--- config.mk ---
export PLATFORM = sky130hd
export DESIGN_NAME = nms_col_cell
export DESIGN_NICKNAME = d
export VERILOG_FILES = /design/src/nms_pkg.sv /design/src/nms_col_cell.sv
export SDC_FILE = /design/constraint.sdc
export NUM_CORES = 1
export LEC_CHECK = 0
export BUFFER_PORTS_ARGS = -buffer_cell sky130_fd_sc_hd__clkbuf_2
export CAP_MARGIN = 10
export CORE_MARGIN = 4
export CORE_UTILIZATION = 46
export DETAILED_ROUTE_END_ITERATION = 10
export PLACE_DENSITY = 0.82
export SYNTH_ARGS = -nofsm -noshare
export SYNTH_HDL_FRONTEND = slang
export SYNTH_SLANG_ARGS = --single-unit
--- constraint.sdc ---
create_clock -name clk -period 1.5 [get_ports clk]
set_clock_uncertainty 0.1 [all_clocks]
set_input_delay 0.3 -clock clk [delete_from_list [all_inputs] [get_ports clk]]
set_output_delay 0.3 -clock clk [all_outputs]
set_load 0.01 [all_outputs]
--- src/nms_pkg.sv ---
`timescale 1ns / 1ps
// shared types and constants for the edge non-maximum suppression block
package nms_pkg;

  localparam int MAX_WIDTH  = 1024;
  localparam int MAX_HEIGHT = 4096;
  localparam int MAG_W      = 8;
  localparam int COL_W      = $clog2(MAX_WIDTH);
  localparam int FILL_W     = COL_W + 1;
  localparam int WID_W      = 11;
  localparam int HGT_W      = 13;
  localparam int ROW_W      = 13;
  localparam int PEND_W     = 11;
  localparam int CFG_W      = 13;

  typedef logic [MAG_W-1:0] mag_t;

  typedef enum logic {
    OP_PIXEL = 1'b0,
    OP_FLUSH = 1'b1
  } op_e;

  typedef enum logic [1:0] {
    DIR_VERT    = 2'd0,
    DIR_DIAG_UP = 2'd1,
    DIR_HORZ    = 2'd2,
    DIR_DIAG_DN = 2'd3
  } dir_e;

  typedef enum logic {
    REG_IMAGE_WIDTH  = 1'b0,
    REG_IMAGE_HEIGHT = 1'b1
  } reg_idx_e;

  typedef struct packed {
    mag_t up;
    mag_t mid;
    mag_t dn;
  } column_t;

  typedef struct packed {
    mag_t upper;
    mag_t center;
    dir_e dir;
  } store_word_t;

  typedef struct packed {
    logic             keep;
    logic             emit;
    logic [COL_W-1:0] col;
    logic             vl;
    logic             vr;
    logic             vu;
    logic             vd;
    logic             fe;
  } ctl_t;

endpackage

--- src/nms_col_cell.sv ---
`timescale 1ns / 1ps
// one window column cell: holds three magnitudes and passes them on
module nms_col_cell
  import nms_pkg::*;
(
  input  logic    clk,
  input  logic    rst_n,
  input  logic    en,
  input  column_t col_in,
  output column_t col_out
);

  column_t col_r;
  column_t col_nxt;

  always_comb begin
    col_nxt = col_r;
    if (en) begin
      col_nxt = col_in;
    end
  end

  always_ff @(posedge clk) begin
    if (!rst_n) begin
      col_r <= '0;
    end else begin
      col_r <= col_nxt;
    end
  end

  assign col_out = col_r;

endmodule

; ---- After elaboration in Yosys (flattened, before gate mapping)
; Index checks and enable logic that the tools add are counted.
[word_totals]
reg_bits = 24
in_bits = 27
wordCells = 3

; ---- Logic depth before layout (Yosys ltp)
; Gate-level depths: netlist (run 1).
[depth]
word_depth = 0
ltp_mapped = 4

; ---- Least setup slack after synthesis (run 1)
; No wires, ideal clock.
[synth_path]
kind = input to register
start = input port en
end = register col_r (netlist bit col_out[0])
arrival_time_ps = 772
required_ps = 1284
slack_ps = 512
path_stages = 4
n_path_buf = 2
cell_sequence = buf_6 > buf_12 > mux2i_1 > nor2b_1
[synth_rtl]
columns = element, line
row1 = from (decl), nms_col_cell.sv:8  ; input logic en,
row2 = to (signal assigned), nms_col_cell.sv:27  ; col_r <= col_nxt;
row3 = to (decl), nms_col_cell.sv:13  ; column_t col_r;

; ---- Worst setup path in the final report (run 1)
[layout_path]
start = register col_r (netlist bit col_out[14])
end = output port col_out[14] (netlist name)
[layout_rtl]
columns = element, line
row1 = to (decl), nms_col_cell.sv:10  ; output column_t col_out
; No word-level cell between the ends.

==> results of run 1 <==
kinds of logic after synthesis:
group	after synthesis	share of synthesized area (%)
mux	24	25.8
simple gates	24	16.2
flops	24	51.7
buf+inv	5	6.33
final cells by class:
class                           count  area [µm²]  area share (%)
Clock inverter                      1        30.0            2.45
Tap cell                           25        31.3            2.55
Clock buffer                        3        22.5            1.84
Timing Repair Buffer               51         270            22.1
Sequential cell                    24         480            39.2
Multi-Input combinational cell     48         390            31.9
where the power goes:
group	switching, mW	internal, mW
Combinational	0.0825	0.0997
Sequential	0.0181	0.676
Clock	0.184	0.270
Total	0.285	1.05
through the flow:
stage / instances / cell area [µm²]
after floorplan: 77 / 930
after CTS: 152 / 1220
after detailed placement: 148 / 1170
final: 152 / 1220
after global routing: 152 / 1220
after global placement: 148 / 1170
layer usage:
layer  global-route usage, %  vias to the layer above
met5                       0                        -
met4                    3.83                        0
met3                    3.38                        0
met2                    23.6                       22
met1                    13.6                      296
li1                        -                      357
synth_stat cells:
library cell and number:
dfxtp_1 24, mux2i_1 24, nor2b_1 24, buf_12 2, clkbuf_1 2, buf_6 1
worst max path at each step:
stage	from	endpoint	slack [ns]	cells past startpoint
after floorplan	en	col_out[0]	0.51	4
after global placement	en	col_out[2]	0.42	4
after detailed placement	en	col_out[10]	0.39	4
after CTS	col_out[14]	col_out[14]	0.27	1
after global routing	col_out[8]	col_out[8]	0.23	1
final	col_out[14]	col_out[14]	0.28	1
==> impl_metrics.tcl, run 1 <==
set metrics [dict create \
    reg2reg_depth 2 \
    largest_reg_flops 24 \
    yosys.area.top_type "dfxtp_1" \
    antenna_cells 0 \
    avgSynthCellArea_um2 12.1 \
    hold_depth 3 \
    clk_pin_slew_ns 0.13 \
    cpMaxStageDelayCell "dfxtp_1" \
    place.port_buffers 50 \
    holdBufCountCts 0 \
    powerDensity_mw_per_mm2 1090 \
    status "completed" \
    worst-endpoint-required_ns 1.10 \
    hp-start "col_in[1]" \
    nets 155 \
    cts_root_buf "clkbuf_4" \
    core-area_mm2 0.00182 \
    die_h_um 53.0 \
    die_w_um 53.0 \
    ys_warn_count 0 \
    synth_seq_area_share_pct 51.7 \
    p_total_mw 1.33 \
    max_stage_delay_ns 0.37 \
    fin_util_pct 67.3 \
    worst-path-buf-inv 1 \
    max-cap-violations 0 \
    tritoncts "yes" \
    syn-cell-area_um2 930 \
    synth_fp_nets 104 \
    wl_met1_um 682 \
    leakagePower_nw 0.634 \
    synth_top_area_share_pct 51.7 \
    holdWs_ns 0.144 \
    period_minus_slack_ns 1.22 \
    clockBufferDepth 2 \
    worstPathArrival_ns 0.82 \
    rrSetupSlack_ns 0.78 \
    hp-class "in -> reg" \
    clk_latency_ns 0.31 \
    postCtsSetupBuffers 0 \
    antenna_found_initial 0 \
    cts-htree-levels 1 \
    fillers 155 \
    dr_wl_met2_um 908 \
    cts_buffers 3 \
    startpoint_type "flip-flop" \
    vias 675 \
    grt_first_pass_wirelength_um 2680 \
    first_global_vias 653 \
    grt_max_degree 25 \
    wl_per_cell_um 11.2 \
    cts_resized 0 \
    r2r-start "col_out[10]" \
    hold_end "col_out[1]" \
    finalMaxSlewViolations 0 \
    ys_seq_elements 24 \
    dr_wl_met3_um 111 \
    gr-usage-all-layers_pct 12.6 \
    synth_cell_type_count 6 \
    setup_ws_ns 0.280 \
    io_pins 51 \
    final_layout_size_suffix_gt1_share_pct 43.3 \
    vias_per_cell 4.44 \
    top_layer "met3" \
    fin_tns_setup_ns 0 \
    drtIter0Drc 2 \
    rsz0062_at_grt "no" \
    initial_core_util_pct 51.1 \
    pre_cts_slack_ns 0.393 \
    ant_nets 0 \
    worst_pin_slew_ns 0.321 \
    drc 0 \
    place.gp.congestion 0.565 \
    final_common_cell "clkbuf_2" \
    first_pass_iters 2 \
    grt_overflow 0 \
    worstSetupPathType "reg -> out" \
    fin_crit_sh_pct 81.4 \
    final_cell_mix "clkbuf_2, mux2i_1, nor2b_1, dfxtp_1, clkbuf_4" \
    vdd_drop_max_mv 0.688 \
    hold_viol_final 0 \
    yosys-top-cells-area "dfxtp_1, mux2i_1, nor2b_1, buf_12, buf_6" \
    cpLargestDelayFamily "flip-flops" \
    r2r_end "col_out[10]" \
    critPathCaptureType "primary output" \
    fmax_ghz 0.819 \
    syn2layout_area_growth_pct 31.8 \
    synth_cells 77 \
    cts_sinks 24 \
    slew_headroom_pct 78.6 \
    die_area_mm2 0.00280 \
    rows 15 \
    setup_violations 0 \
    wirelength_um 1700 \
    crit_fanout 2 \
    path_cells "clkbuf_2" \
]
No activity file was read; power rests on OpenSTA's default activity.
==> inputs of run 2 (changes only) <==
ABC_AREA = 1   (was default)
CORE_UTILIZATION = 43   (was 46)
PLACE_DENSITY = 0.77   (was 0.82)
clock period = 1.2 ns   (was 1.5 ns; I/O delays follow)
==> impl_metrics.tcl, run 2 <==
set metrics [dict create \
    status "completed" \
    die_w_um 55.8 \
    grt_overflow 0 \
    startpoint_type "flip-flop" \
    drtIter0Drc 19 \
    drc 0 \
    synth_fp_nets 178 \
    grt_first_pass_wirelength_um 3130 \
    finalMaxSlewViolations 0 \
    avgSynthCellArea_um2 6.50 \
    vdd_drop_max_mv 0.656 \
    leakagePower_nw 0.788 \
    ys.flop_type "dfxtp_1" \
    critPathCaptureType "primary output" \
    cts_root_buf "clkbuf_4" \
    worst-endpoint-required_ns 0.86 \
    vias 933 \
    final_layout_size_suffix_gt1_share_pct 27.8 \
    first_global_vias 760 \
    synth_seq_area_share_pct 49.0 \
    cts_buffers 3 \
    path_cells "clkbuf_2" \
    synth_edf_count 0 \
    clk_pin_slew_ns 0.12 \
    io_pins 51 \
    ys_seq_elements 24 \
    holdBufCountCts 0 \
    async_reset_ff_share_pct 0 \
    rsz0062_at_grt "no" \
    antenna_found_initial 0 \
    synth_commonest_cells "nand2_1, nor2_1, dfxtp_1, inv_1, buf_2" \
    max_stage_delay_ns 0.37 \
    place.port_buffers 50 \
    worstSetupPathType "reg -> out" \
    syn-cell-area_um2 981 \
    core-area_mm2 0.00219 \
    fin_crit_sh_pct 95.5 \
    cpMaxStageDelayCell "dfxtp_1" \
    vias_per_cell 4.13 \
    powerDensity_mw_per_mm2 1170 \
    worstPathArrival_ns 0.81 \
    ys_warn_count 0 \
    synth_cell_type_count 7 \
    die_area_mm2 0.00311 \
    place.gp.congestion 0.677 \
    grt_max_degree 49 \
    syn2layout_area_growth_pct 28.4 \
    nets 227 \
    fin_tns_setup_ns 0 \
    largest_reg_flops 24 \
    yosys-top-cells-area "dfxtp_1, nand2_1, nor2_1, inv_1, buf_6" \
    die_h_um 55.8 \
    slew_headroom_pct 70.0 \
    cts-htree-levels 1 \
    wirelength_um 1980 \
    initial_core_util_pct 44.8 \
    clockBufferDepth 2 \
    period_minus_slack_ns 1.15 \
    antenna_cells 0 \
    holdWs_ns 0.0975 \
    hold_viol_final 0 \
    setup_violations 0 \
    dp_hpwl_um 1500 \
    clk_latency_ns 0.29 \
    cts_sinks 24 \
    synth_top_area_share_pct 49.0 \
    max-cap-violations 0 \
    tritoncts "yes" \
    fmax_ghz 0.872 \
    synth_cells 151 \
    ant_nets 0 \
    cpLargestDelayFamily "flip-flops" \
    rows 17 \
    gr-usage-all-layers_pct 12.2 \
    worst_pin_slew_ns 0.450 \
    wl_per_cell_um 8.77 \
    final_common_cell "clkbuf_2" \
    crit_fanout 2 \
    hp-class "in -> reg" \
    final_cell_mix "clkbuf_2, nor2_1, nand2_1" \
    yosys.area.top_type "dfxtp_1" \
    first_pass_iters 4 \
    worst-path-buf-inv 1 \
]
run 2: worst min-delay path, delay by kind of cell:
| kind | cells | cell delay [ns] |
|---|---|---|
| buffers and inverters | 2 | 0.12 |
| AND/OR/NAND/NOR | 3 | 0.12 |
run 2: path summary, 6_finish.rpt:
kind | from | endpoint | slack, ns | cells past startpoint
setup / recovery | col_out[4] | col_out[4] | 0.05 | 1
hold / removal | col_in[9] | col_out[9] | 0.1 | 5
setup reg to reg | col_out[21] | col_out[21] | 0.50 | 2
hold reg to reg | col_out[7] | col_out[7] | 0.38 | 2
run 2: area by class of cell:
| type | count | area, µm² |
|---|---|---|
| fillers | 210 | 931 |
| flip-flops and latches | 24 | 482 |
| multi-input cells | 96 | 360 |
| repair buffers | 51 | 270 |
| inverters | 24 | 90.1 |
| well taps | 28 | 35.0 |
| clock buffers | 3 | 22.5 |
run 2: stage by stage:
stage          std cells  instance area (µm²)  utilization, %  power, mW  setup slack (ns)
4_1_cts              226                 1260            57.5       1.50            0.0370
2_1_floorplan        151                  981               -       1.05             0.342
3_5_place_dp         223                 1240            56.4       1.17             0.184
5_1_grt              226                 1260            57.5       1.56            0.0137
3_3_place_gp         223                 1240            56.4       1.16             0.240
6_report             226                 1260            57.5       1.47            0.0537
run 2: what timing repair did:
action / CTS / global route
buffers inserted: 0 / 0
endpoints found under the hold margin: 0 / 0
setup endpoints to repair: 0 / 1
resized for setup: 0 / 1
run 2: cells by family (layout without fill, tap and decap cells):
| family | count (synthesis) | count (layout) | share of synthesized area [%] |
|---|---|---|---|
| simple gates | 96 | 96 | 36.7 |
| flops | 24 | 24 | 49.0 |
| buf+inv | 31 | 78 | 14.3 |
run 2: power by group:
group	switching (mW)	internal (mW)	leakage (nW)	total [mW]
Sequential	0.0300	0.853	0.200	0.883
Combinational	0.145	0.119	0.574	0.264
Clock	0.211	0.117	0.0138	0.327
Total	0.386	1.09	0.788	1.47
run 2: layer usage:
layer | GRT usage (%) | vias to the layer above | share of wire, %
li1 | - | 521 | -
met1 | 15.0 | 373 | 46
met2 | 20.3 | 39 | 42
met3 | 3.48 | 0 | 11
met4 | 4.17 | 0 | 0
met5 | 0 | - | 0
==> inputs of run 3 (changes only) <==
MAX_ROUTING_LAYER = met4   (was default)
==> impl_metrics.tcl, run 3 (synthesis results as in run 2) <==
set metrics [dict create \
    cpMaxStageDelayCell "dfxtp_1" \
    syn2layout_area_growth_pct 28.4 \
    clk_latency_ns 0.30 \
    grt_overflow 0 \
    initial_core_util_pct 44.8 \
    fmax_ghz 0.872 \
    clk_pin_slew_ns 0.12 \
    ant_nets 0 \
    first_global_vias 760 \
    hold_viol_final 0 \
    slew_headroom_pct 69.9 \
    antenna_cells 0 \
    die_w_um 55.8 \
    nets 227 \
    place.gp.congestion 0.684 \
    worstPathArrival_ns 0.81 \
    worstSetupPathType "reg -> out" \
    leakagePower_nw 0.788 \
    cts_root_buf "clkbuf_4" \
    grt_max_degree 49 \
    first_pass_iters 4 \
    fillers 210 \
    tritoncts "yes" \
    drtIter0Drc 18 \
    worst-path-buf-inv 1 \
    vias 937 \
    gr-usage-met3_pct 2.55 \
    cts_buffers 3 \
    crit_fanout 2 \
    die_area_mm2 0.00311 \
    max_stage_delay_ns 0.37 \
    status "completed" \
    worst_pin_slew_ns 0.452 \
    cts-htree-levels 1 \
    startpoint_type "flip-flop" \
    seq_area_um2 482 \
    largest_reg_flops 24 \
    antenna_found_initial 0 \
    grt_first_pass_wirelength_um 3130 \
    period_minus_slack_ns 1.15 \
    clockBufferDepth 2 \
    io_pins 51 \
    final_cell_mix "clkbuf_2, nor2_1, nand2_1" \
    gr-usage-all-layers_pct 12.5 \
    max-cap-violations 0 \
    worst-endpoint-required_ns 0.86 \
    multiInputGateArea_um2 360 \
    finalMaxSlewViolations 0 \
    holdWs_ns 0.0975 \
    final_layout_size_suffix_gt1_share_pct 27.8 \
    vias_per_cell 4.15 \
    wl_per_cell_um 8.79 \
    powerDensity_mw_per_mm2 1170 \
    met1_usage_pct 15.6 \
    grt_use_met2_pct 20.3 \
    fin_crit_sh_pct 95.5 \
    grt.busiest_layer "met2" \
    cts_sinks 24 \
    core-area_mm2 0.00219 \
    vdd_drop_max_mv 0.657 \
    holdBufCountCts 0 \
    place.port_buffers 50 \
    wirelength_um 1990 \
    dp_hpwl_um 1500 \
    drc 0 \
    rows 17 \
    final_common_cell "clkbuf_2" \
    fin_tns_setup_ns 0 \
    path_cells "clkbuf_2" \
    cpLargestDelayFamily "flip-flops" \
    die_h_um 55.8 \
    hp-class "in -> reg" \
    critPathCaptureType "primary output" \
    rsz0062_at_grt "no" \
    setup_violations 0 \
]
==> run 3: cell counts in the layout (fill, tap and decap cells not counted) <==
No cell type changed its count.
==> run 3: repair_timing <==
item                                    4_1_cts  5_1_grt
endpoints found under the setup margin        0        1
setup buffers                                 0        0
resized for setup                             0        1
==> run 3: area by class of cell <==
class / instances / area share (%)
Inverter: 24 / 7.15
Clock buffer: 3 / 1.79
Tap cell: 28 / 2.78
Sequential cell: 24 / 38.2
Multi-Input combinational cell: 96 / 28.6
Timing Repair Buffer: 51 / 21.4
==> run 3: path summary, 6_finish.rpt <==
check / from / end / slack [ns] / cells past startpoint
worst min register to register: col_out[7] / col_out[7] / 0.38 / 2
worst max-delay path: col_out[4] / col_out[4] / 0.05 / 1
worst min-delay path: col_in[9] / col_out[9] / 0.1 / 5
worst max register to register: col_out[21] / col_out[21] / 0.50 / 2
==> run 3: metrics by stage <==
step	cells	util (%)	instance area, µm²	setup WS [ns]	total power, mW
finish	226	57.5	1260	0.0536	1.47
CTS	226	57.5	1260	0.0370	1.50
global route	226	57.5	1260	0.0137	1.56
global placement	223	56.4	1240	0.240	1.16
floorplan	151	-	981	0.342	1.05
detailed placement	223	56.4	1240	0.184	1.17
==> run 3: layer usage <==
metal | wire length (µm) | vias to the layer above
met3 | 202 | 0
met1 | 945 | 376
met5 | 0 | -
met2 | 838 | 41
li1 | - | 520
met4 | 0 | 0
==> run 3: power breakdown <==
part           internal [mW]  total (mW)  switching, mW
Sequential             0.853       0.883         0.0300
Combinational          0.119       0.264          0.145
Clock                  0.117       0.328          0.211
Total                   1.09        1.47          0.386
