[config.mk]
export PLATFORM = sky130hd
export DESIGN_NAME = nms_ctrl
export DESIGN_NICKNAME = d
export VERILOG_FILES = /design/src/nms_pkg.sv /design/src/nms_ctrl.sv
export SDC_FILE = /design/constraint.sdc
export NUM_CORES = 1
export LEC_CHECK = 0
export BUFFER_PORTS_ARGS = -buffer_cell sky130_fd_sc_hd__buf_2
export CELL_PAD_IN_SITES_DETAIL_PLACEMENT = 2
export CELL_PAD_IN_SITES_GLOBAL_PLACEMENT = 2
export CORE_MARGIN = 1.5
export CORE_UTILIZATION = 40
export CTS_BUF_LIST = sky130_fd_sc_hd__clkbuf_8
export CTS_CLUSTER_DIAMETER = 30
export DETAILED_ROUTE_END_ITERATION = 8
export HOLD_SLACK_MARGIN = 0.15
export MAX_ROUTING_LAYER = met4
export PLACE_DENSITY_LB_ADDON = 0.1
export SLEW_MARGIN = 15
export SYNTH_ARGS = -nofsm -noshare
export SYNTH_HDL_FRONTEND = slang
export SYNTH_SLANG_ARGS = --single-unit
export TNS_END_PERCENT = 50
[constraint.sdc]
create_clock -name clk -period 15.5 [get_ports clk]
set_input_delay 3.1 -clock clk [delete_from_list [all_inputs] [get_ports clk]]
set_output_delay 3.1 -clock clk [all_outputs]
set_load 0.01 [all_outputs]
[src/nms_pkg.sv]
`timescale 1ns / 1ps
// shared types and constants for the edge non-maximum suppression block
package nms_pkg;

  localparam int MAX_WIDTH  = 1024;
  localparam int MAX_HEIGHT = 4096;
  localparam int MAG_W      = 8;
  localparam int COL_W      = $clog2(MAX_WIDTH);
  localparam int FILL_W     = COL_W + 1;
  localparam int WID_W      = 11;
  localparam int HGT_W      = 13;
  localparam int ROW_W      = 13;
  localparam int PEND_W     = 11;
  localparam int CFG_W      = 13;

  typedef logic [MAG_W-1:0] mag_t;

  typedef enum logic {
    OP_PIXEL = 1'b0,
    OP_FLUSH = 1'b1
  } op_e;

  typedef enum logic [1:0] {
    DIR_VERT    = 2'd0,
    DIR_DIAG_UP = 2'd1,
    DIR_HORZ    = 2'd2,
    DIR_DIAG_DN = 2'd3
  } dir_e;

  typedef enum logic {
    REG_IMAGE_WIDTH  = 1'b0,
    REG_IMAGE_HEIGHT = 1'b1
  } reg_idx_e;

  typedef struct packed {
    mag_t up;
    mag_t mid;
    mag_t dn;
  } column_t;

  typedef struct packed {
    mag_t upper;
    mag_t center;
    dir_e dir;
  } store_word_t;

  typedef struct packed {
    logic             keep;
    logic             emit;
    logic [COL_W-1:0] col;
    logic             vl;
    logic             vr;
    logic             vu;
    logic             vd;
    logic             fe;
  } ctl_t;

endpackage

[src/nms_ctrl.sv]
`timescale 1ns / 1ps
// frame counters, pending count, config registers and border flags
module nms_ctrl
  import nms_pkg::*;
(
  input  logic             clk,
  input  logic             rst_n,
  input  logic             cfg_we,
  input  logic             cfg_idx,
  input  logic [CFG_W-1:0] cfg_data,
  input  logic             acc,
  input  logic             opcode,
  output ctl_t             ctl
);

  logic [WID_W-1:0]  w_r, w_nxt;
  logic [HGT_W-1:0]  h_r, h_nxt;
  logic [COL_W-1:0]  col_r, col_nxt;
  logic [ROW_W-1:0]  row_r, row_nxt;
  logic [PEND_W-1:0] pend_r, pend_nxt;

  logic              restart;
  logic [COL_W-1:0]  col_b, col_cur;
  logic [ROW_W-1:0]  row_b, row_p, t;
  logic [PEND_W-1:0] pend_b, pend_inc, pend_new, w_p1;
  logic [WID_W-1:0]  col_p1, raw_w;
  logic [HGT_W-1:0]  raw_h;
  logic              wrap, col_zero, row_zero, corner;

  always_comb begin
    restart  = (op_e'(opcode) == OP_PIXEL) && (ROW_W'(h_r) <= row_r);
    col_b    = restart ? '0 : col_r;
    row_b    = restart ? '0 : row_r;
    pend_b   = restart ? '0 : pend_r;
    col_cur  = ({1'b0, col_b} >= w_r) ? '0 : col_b;
    w_p1     = PEND_W'(w_r) + PEND_W'(1);
    pend_inc = pend_b + PEND_W'(1);

    ctl.col = col_cur;
    if (op_e'(opcode) == OP_PIXEL) begin
      ctl.keep = 1'b1;
      ctl.emit = pend_inc > w_p1;
      pend_new = ctl.emit ? w_p1 : pend_inc;
    end else begin
      ctl.keep = pend_r != '0;
      ctl.emit = 1'b1;
      pend_new = pend_r - PEND_W'(1);
    end

    col_p1 = {1'b0, col_cur} + WID_W'(1);
    wrap   = col_p1 >= w_r;
    row_p  = row_b + ROW_W'(wrap);

    col_zero = col_cur == '0;
    row_zero = row_b == '0;
    corner   = col_zero && row_zero;
    t        = col_zero ? (row_b - ROW_W'(1)) : row_b;
    ctl.vu   = corner ? 1'b1 : (t != ROW_W'(1));
    ctl.vd   = corner ? 1'b0 : (t < ROW_W'(h_r));
    ctl.fe   = col_zero && !row_zero && (t == ROW_W'(h_r));
    ctl.vl   = col_zero ? (w_r > WID_W'(1)) : (col_cur > COL_W'(1));
    ctl.vr   = !col_zero;

    raw_w = cfg_data[WID_W-1:0];
    raw_h = cfg_data[HGT_W-1:0];

    w_nxt    = w_r;
    h_nxt    = h_r;
    col_nxt  = col_r;
    row_nxt  = row_r;
    pend_nxt = pend_r;
    if (cfg_we) begin
      unique case (reg_idx_e'(cfg_idx))
        REG_IMAGE_WIDTH: begin
          if (raw_w == '0) begin
            w_nxt = WID_W'(1);
          end else if (raw_w > WID_W'(MAX_WIDTH)) begin
            w_nxt = WID_W'(MAX_WIDTH);
          end else begin
            w_nxt = raw_w;
          end
        end
        REG_IMAGE_HEIGHT: begin
          if (raw_h == '0) begin
            h_nxt = HGT_W'(1);
          end else if (raw_h > HGT_W'(MAX_HEIGHT)) begin
            h_nxt = HGT_W'(MAX_HEIGHT);
          end else begin
            h_nxt = raw_h;
          end
        end
        default: begin
          w_nxt = w_r;
        end
      endcase
      col_nxt  = '0;
      row_nxt  = '0;
      pend_nxt = '0;
    end else if (acc && ctl.keep) begin
      col_nxt  = wrap ? '0 : col_p1[COL_W-1:0];
      row_nxt  = row_p;
      pend_nxt = pend_new;
    end
  end

  always_ff @(posedge clk) begin
    if (!rst_n) begin
      w_r    <= WID_W'(640);
      h_r    <= HGT_W'(480);
      col_r  <= '0;
      row_r  <= '0;
      pend_r <= '0;
    end else begin
      w_r    <= w_nxt;
      h_r    <= h_nxt;
      col_r  <= col_nxt;
      row_r  <= row_nxt;
      pend_r <= pend_nxt;
    end
  end

endmodule

== Word level (Yosys, flattened, before mapping) ==
Cells that the tools add are included.

* Bits of input ports: 19
* Bits in read-only memories: 0
* Bits in latches: 0
* Output and inout port bits: 17
* Word-level logic and storage cells: 56
* Memories kept: 0
* Memory bits (writable): 0
* Bits in registers: 58

* Mux-type cells: 16
* Reductions and logical operators: 15
* Bitwise logic cells: 3
* Shifts and indexed selects: 0
* Order comparisons: 9
* Multipliers: 0
* Eq/ne operators: 2
* Add/sub/neg operators: 6
* Divide/modulo/power cells: 0

{| class="wikitable"
|+ Operators with widths
! cell !! count
|-
| 2-to-1 mux 11 bit || 5
|-
| 2-to-1 mux 13 bit || 4
|-
| 2-to-1 mux 10 bit || 3
|-
| zero test 13 bit || 2
|-
| adder 11 x 1 -> 11 bit (second input constant) || 2
|-
| adder 13 x 1 -> 13 bit || 1
|-
| equality test 13 bit || 1
|-
| greater-than comparator 13 bit (second input constant) || 1
|-
| less-or-equal comparator 13 bit || 1
|-
| less-than comparator 13 bit || 1
|-
| inequality test 13 x 1 -> 1 bit (second input constant) || 1
|-
| subtractor 13 x 1 -> 13 bit (second input constant) || 1
|-
| adder 10 x 1 -> 11 bit (second input constant) || 1
|-
| >= comparator 10 x 11 -> 1 bit || 1
|-
| >= comparator 11 bit || 1
|-
| greater-than comparator 11 x 1 -> 1 bit (second input constant) || 1
|-
| greater-than comparator 11 bit || 1
|-
| greater-than comparator 11 bit (second input constant) || 1
|-
| zero test 11 bit || 1
|-
| nonzero test 11 bit || 1
|-
| subtractor 11 x 1 -> 11 bit (second input constant) || 1
|-
| greater-than comparator 10 x 1 -> 1 bit (second input constant) || 1
|-
| zero test 10 bit || 1
|-
| logical AND 1 bit || 5
|-
| 6 further kinds || 12
|}

== Depth between registers and ports, before layout ==
Gate-level depths: netlist of the first run.

* Word-level depth: 9
* Mapped depth: 38
* Mapped depth without buffers: 33

== Worst setup path before layout of the first run ==
No wires, ideal clock.

* Path kind: input -> output
* Start: input opcode
* End: output ctl[1] (netlist bit)
* Arrival time: 7.639 ns
* Required time: 12.400 ns
* Stages on the path: 25
* Buffers on the path: 4
* Setup slack: 4.761 ns
* Cells stage by stage: or4_4 o31a_4 buf_6 buf_2 buf_2 and2_1 ha_1 a211o_1 o211ai_1 o211ai_1 a21oi_1 clkbuf_1 nand2_1 inv_1 nand2_1 o21ai_0 ha_1 nor2b_1 o21a_1 o21ai_0 nand2b_1 a21oi_1 o21ai_0 a221o_1 a31oi_1

{| class="wikitable"
|+ RTL lines
! item !! line !! source
|-
| start, declared || nms_ctrl.sv:12 || <nowiki>input logic opcode,</nowiki>
|-
| end, declared || nms_ctrl.sv:13 || <nowiki>output ctl_t ctl</nowiki>
|}

==> metrics, run 1 <==
clock sink total=58; DR DRC count=0; EDFF count, synth=0; final setup fails=0; post-CTS setup buffers=0; count of different cell masters after synthesis=65; CTS clk-pin slew, worst paths=0.07 ns; P&R area growth vs syn=8.06%; DIE AREA=14300 µm²; number of hold violations in the final report=0; unrepaired setup endpoints after global routing=false; final cell count without fillers=930; largest net degree at the start of global routing=43; routed via count=5562; CP startpoint kind=input pin; largest family of logic cells by synthesized area=simple AND/OR/NAND/NOR gates; H-tree levels=3; CTS tree=yes; Mapped Area=5450 µm²; syn_area_per_cell=7.38 µm²; critical path required time=12.40 ns; Synth Register Bits=58; pwr dens=70.1 nW/µm²; Avg Vias per Cell=5.98; Overall Global Routing Usage=29.6%; Detail Route Antenna Nets=0; critical path class=input pin to output pin; synth warn=0; CTS Buf Count=9; worst-margin pin slew=1.17 ns; Worst VDD drop=0.0505 mV; layout cells sized above 1=9.95%; mux cell area share after synthesis=0.551%; Tcrit/Tclk final=70.1%; Synth Area in XOR/XNOR=5.95%; DRT Wirelength=20.1 mm; relative slew slack=22.0%; Final Net Count=837; syn_nets=826; number of global-route vias before repair=5961; die height=120 µm; commonest cells after routing, fill and taps aside=nand2_1 (69), ha_1 (69), a21oi_1 (64); HPWL after DPL=15.0 mm; Cells after Synth=738; Die Width=120 µm; clk root buf=clkbuf_8; worst-path fanout max=42; hold crit path type=flop to flop; Core ar.=13200 µm²; Synth Area in Simple Gates=27.3%; worst-skew pair later-pin latency=0.38 ns; I/O Pins=36; Initial Util=41.1%; DR iter-0 viols=291; Slew Limit Fails=0; MaxCap Viol Count=0; Post-Place Cells=914; global route overflow=0; adder and majority gate portion of the synthesized area=16.2%; post-synthesis sequential area ratio=21.3%; Setup crit start=opcode; P_leak=2.47 nW; FP Rows=42; fin crit period=10.87 ns; WL/cell=21.6 µm; RR Startpoint=row_r[8]$_SDFFE_PP0P_; reg2reg setup slack=7.40 ns; setup_tns=0 ns; GP Congestion=0.849; fmax=92.0 MHz; hold_buf cts=0; DRT Pass-1 Iters=4; capture point of the worst reg-to-reg path=row_r[10]$_SDFFE_PP0P_; Worst Hold Depth=2; Min Hold Slack=0.483 ns; Worst EP arrival=7.77 ns; Layout Skew=0.0140 ns; Hold Crit Start=w_r[8]$_SDFFE_PN0P_; diode count=0; R2R depth=32; status=finished clean; CP endpoint kind=output pin; Clock Tree Buf Depth=2; Util after Layout=44.5%; initial antenna violation count=0; first-pass GRT wire length=32.5 mm; number of buffers added on ports=35; Post-CTS Resized=0; asr flop ratio synth=0%; Worst Setup EP=ctl[1]; Main synth FF type=dfxtp_1; post-synthesis compound-gate area fraction=21.2%
-- cell type report --
| class | count | area, µm² |
|---|---|---|
| fill | 1619 | 7360 |
| multi-input combinational | 583 | 3880 |
| sequential | 58 | 1160 |
| tap | 176 | 220 |
| inverter | 57 | 214 |
| timing repair buffer | 40 | 213 |
| clock buffer | 9 | 124 |
| clock inverter | 7 | 78.8 |
-- stage by stage --
stage               total power [W]  setup slack (ns)  instance area (µm²)
floorplan                  0.000231              4.76                 5450
global placement           0.000254              4.79                 5680
detailed placement         0.000260              4.71                 5680
CTS                        0.000415              4.66                 5890
global route               0.000432              4.35                 5890
finish                     0.000413              4.63                 5890
-- critical path, stage by stage --
cell      delay, ns
buf_2          0.20
a211o_1        0.36
o31a_4         0.52
and2_1         0.24
ha_1           0.29
a211o_1        0.26
o211ai_1       0.09
o211ai_1       0.14
a21oi_1        0.16
buf_4          0.23
nand2_1        0.17
inv_1          0.19
nand2_1        0.06
o21ai_0        0.08
ha_1           0.26
nor2b_1        0.13
o21a_1         0.16
o21ai_0        0.16
nand2b_1       0.07
a21oi_1        0.13
o21ai_0        0.08
a221o_1        0.33
a31oi_1        0.17
buf_2          0.15
-- kinds of logic after synthesis --
logic type,count (synthesis)
DFF,58
AOI/OAI and AO/OA,174
muxes,3
xor gates and xnor gates,37
buffers and inverters,97
adders and majority gates,71
and+or+nand+nor,298
-- synth_stat cells, types with 4 or more instances --
library cell | instances | area share (%)
a211o_1 | 7 | 1.1
a211oi_1 | 6 | 0.83
a21oi_1 | 64 | 5.9
a221o_1 | 6 | 1.1
a22oi_1 | 10 | 1.4
a311oi_1 | 4 | 0.64
a31oi_1 | 6 | 0.69
and2_1 | 10 | 1.1
and3_1 | 18 | 2.1
buf_2 | 7 | 0.64
buf_6 | 4 | 0.83
clkbuf_1 | 27 | 1.9
dfxtp_1 | 58 | 21
ha_1 | 69 | 16
inv_1 | 56 | 3.9
nand2_1 | 69 | 4.8
nand2b_1 | 8 | 0.92
nand3_1 | 55 | 5.1
nand4_1 | 11 | 1.3
nor2_1 | 61 | 4.2
nor2b_1 | 6 | 0.69
nor3_1 | 20 | 1.8
nor3b_1 | 5 | 0.69
nor4_1 | 11 | 1.3
o211ai_1 | 5 | 0.69
o21a_1 | 6 | 0.83
o21ai_0 | 30 | 2.8
o31ai_1 | 5 | 0.69
or3_1 | 8 | 0.92
xnor2_1 | 23 | 3.7
xor2_1 | 14 | 2.3
-- report_power, final --
group / switching, W / leakage [nW] / internal, W
Sequential: 0.00000803 / 0.471 / 0.000153
Clock: 0.0000787 / 0.0921 / 0.0000752
Combinational: 0.0000627 / 1.91 / 0.0000348
Total: 0.000149 / 2.47 / 0.000263
-- worst min path at each step --
stage,to,slack [ns]
floorplan,w_r[8]$_SDFFE_PN0P_,0.45
global route,w_r[8]$_SDFFE_PN0P_,0.52
finish,w_r[8]$_SDFFE_PN0P_,0.48
CTS,w_r[8]$_SDFFE_PN0P_,0.48
detailed placement,w_r[8]$_SDFFE_PN0P_,0.47
global placement,w_r[8]$_SDFFE_PN0P_,0.47
-- state kept, by name (all words and copies together) (netlist names) --
name and flops:
col_r 10, h_r 13, pend_r 11, row_r 13
w_r 11
-- layer usage --
layer  vias to the layer above  track usage (%)  routed length (µm)
li1                       2658                -                   -
met1                      2782             37.1                9120
met2                        97             50.2                9960
met3                        25             3.80                 706
met4                         0             8.33                 308
met5                         -                -                   0
Power figures use the tool's default switching activity.
==> run 2, diff against run 1 <==
--- a/config.mk
+++ b/config.mk
@@ -9,7 +9,7 @@
 export CELL_PAD_IN_SITES_DETAIL_PLACEMENT = 2
 export CELL_PAD_IN_SITES_GLOBAL_PLACEMENT = 2
 export CORE_MARGIN = 1.5
-export CORE_UTILIZATION = 40
+export CORE_UTILIZATION = 33
 export CTS_BUF_LIST = sky130_fd_sc_hd__clkbuf_8
 export CTS_CLUSTER_DIAMETER = 30
 export DETAILED_ROUTE_END_ITERATION = 8
==> constraint.sdc (replaced) <==
create_clock -name clk -period 9.4 [get_ports clk]
set_input_delay 1.88 -clock clk [delete_from_list [all_inputs] [get_ports clk]]
set_output_delay 1.88 -clock clk [all_outputs]
set_load 0.01 [all_outputs]
==> run 2 against run 1 <==
  * Wire length is 0.13% higher
  * Combinational power is 65% higher
  * Hold slack better by 0.0093 ns
  * Clock-buffer cell count is 1 higher
  * Sequential power is 65% higher
  * Sequential share of layout area is 0.22 points lower
  * Largest cell class unchanged
  * Global-route usage is 5.1 points lower
  * Clock power is 62% higher
==> metrics, run 2 (synthesized netlist as in run 1, its figures left out) <==
Layout Skew=0.0123 ns; P&R area growth vs syn=9.28%; Slew Limit Fails=0; GR peak layer=met2; Cell Chain, Critical Path=buf_2, a211o_1, o31a_4, and2_1, ha_1, a211o_1, o211ai_1, o211ai_1, a21oi_1, buf_4, nand2_1, inv_1, nand2_1, o21ai_0, ha_1, nor2b_1, o21a_1, o21ai_0, nand2b_1, a21oi_1, o21ai_0, a221o_1, a31oi_1, buf_2; Util after Layout=37.2%; number of global-route vias before repair=5953; hold crit path type=flop to flop; post-CTS setup buffers=0; DR iter-0 viols=218; worst-path fanout max=42; status=finished clean; FP Rows=46; Worst VDD drop=0.0700 mV; CP endpoint kind=output pin; largest net degree at the start of global routing=43; critical path required time=7.52 ns; first-pass GRT wire length=32.5 mm; DR DRC count=0; Worst Hold Depth=2; critical path class=input pin to output pin; GR met1 Demand/Resource=29.4%; hold_buf cts=0; fin crit period=8.52 ns; Final Net Count=839; number of hold violations in the final report=0; Overall Global Routing Usage=24.5%; clock sink total=58; worst-margin pin slew=0.923 ns; global route overflow=0; pwr dens=114 nW/µm²; CP startpoint kind=input pin; DRT Wirelength=20.1 mm; MaxCap Viol Count=0; Clock Tree Buf Depth=2; worst-skew pair later-pin latency=0.36 ns; P_leak=2.49 nW; Initial Util=34.0%; commonest cells after routing, fill and taps aside=nand2_1 (69), ha_1 (69), a21oi_1 (64); Die Width=131 µm; HPWL after DPL=15.7 mm; Worst path max stage delay=0.52 ns; Detail Route Antenna Nets=0; initial antenna violation count=0; CTS Buf Count=9; clk root buf=clkbuf_8; capture point of the worst reg-to-reg path=row_r[10]$_SDFFE_PP0P_; DIE AREA=17300 µm²; CTS tree=yes; die height=131 µm; GRT met3 Usage=3.28%; layout cells sized above 1=10.2%; Buf+Inv Stages, Crit Path=4; number of buffers added on ports=35; I/O Pins=36; reg2reg setup slack=1.82 ns; GR Util met2=43.3%; Hold Path Sink=w_r[8]$_SDFFE_PN0P_; routed via count=5533; WL/cell=20.7 µm; fmax=117 MHz; final setup fails=0; Worst EP arrival=6.64 ns; DRT Pass-1 Iters=4; cell mode on critical path=o21ai_0; relative slew slack=38.2%; Avg Vias per Cell=5.69; Hold Crit Start=w_r[8]$_SDFFE_PN0P_; leading registers by flop count=h_r x13, row_r x13; diode count=0; unrepaired setup endpoints after global routing=false; R2R depth=33; RR Startpoint=row_r[8]$_SDFFE_PP0P_; Slowest cell on crit path=o31a_4; setup_tns=0 ns; GP Congestion=0.829; Core ar.=16000 µm²; CTS clk-pin slew, worst paths=0.07 ns; Tcrit/Tclk final=90.7%; Post-CTS Resized=0; H-tree levels=3; Crit path max-delay family=compound AO/OA/AOI/OAI gates
run 2: cell count changes in the layout (fill, tap and decap cells not counted), sizes merged:
cell,delta
inv,-1
buf,+2
clkbuf,+1
run 2: report_power, final:
group          internal (W)  switching, W  total (W)
Clock              0.000129      0.000120   0.000249
Combinational     0.0000581      0.000103   0.000161
Sequential         0.000253     0.0000138   0.000266
Total              0.000440      0.000236   0.000677
run 2: metrics by stage:
| step | hold slack, ns | cell area [µm²] | instances | setup slack, ns | power (W) |
|---|---|---|---|---|---|
| floorplan | 0.445 | 5450 | 738 | 1.10 | 0.000381 |
| global placement | 0.474 | 5750 | 956 | 1.11 | 0.000423 |
| detailed placement | 0.488 | 5750 | 956 | 0.871 | 0.000432 |
| CTS | 0.495 | 5950 | 972 | 0.862 | 0.000687 |
| global route | 0.542 | 5950 | 972 | 0.426 | 0.000715 |
| finish | 0.493 | 5950 | 972 | 0.876 | 0.000677 |
run 2: cell type report:
| cell class | instances | area (µm²) |
|---|---|---|
| fill | 1926 | 10000 |
| multi-input combinational | 583 | 3880 |
| sequential | 58 | 1160 |
| tap | 216 | 270 |
| timing repair buffer | 42 | 228 |
| inverter | 57 | 214 |
| clock buffer | 10 | 138 |
| clock inverter | 6 | 66.3 |
run 2: how the worst max path moves through the flow:
stage          slack, ns  cells past startpoint     end   start
5_1_grt             0.43                     24  ctl[1]  opcode
2_1_floorplan       1.10                     25  ctl[1]  opcode
6_report            0.88                     24  ctl[1]  opcode
3_5_place_dp        0.87                     24  ctl[1]  opcode
3_3_place_gp        1.11                     24  ctl[1]  opcode
4_1_cts             0.86                     24  ctl[1]  opcode
run 2: worst register-to-register path, delay by kind of cell (launching register included):
family,cells,cell delay [ns]
AND/OR/NAND/NOR,12,2.85
adder cells (fa/ha/maj),6,1.61
AO/OA/AOI/OAI,9,1.45
flip-flops,1,0.60
buffers and inverters,4,0.60
XOR/XNOR,2,0.35
run 2: per-layer routing:
| metal | up-vias | share of wire (%) |
|---|---|---|
| met5 | - | 0 |
| li1 | 2674 | - |
| met3 | 22 | 1.7 |
| met1 | 2778 | 46 |
| met4 | 0 | 1.4 |
| met2 | 59 | 51 |
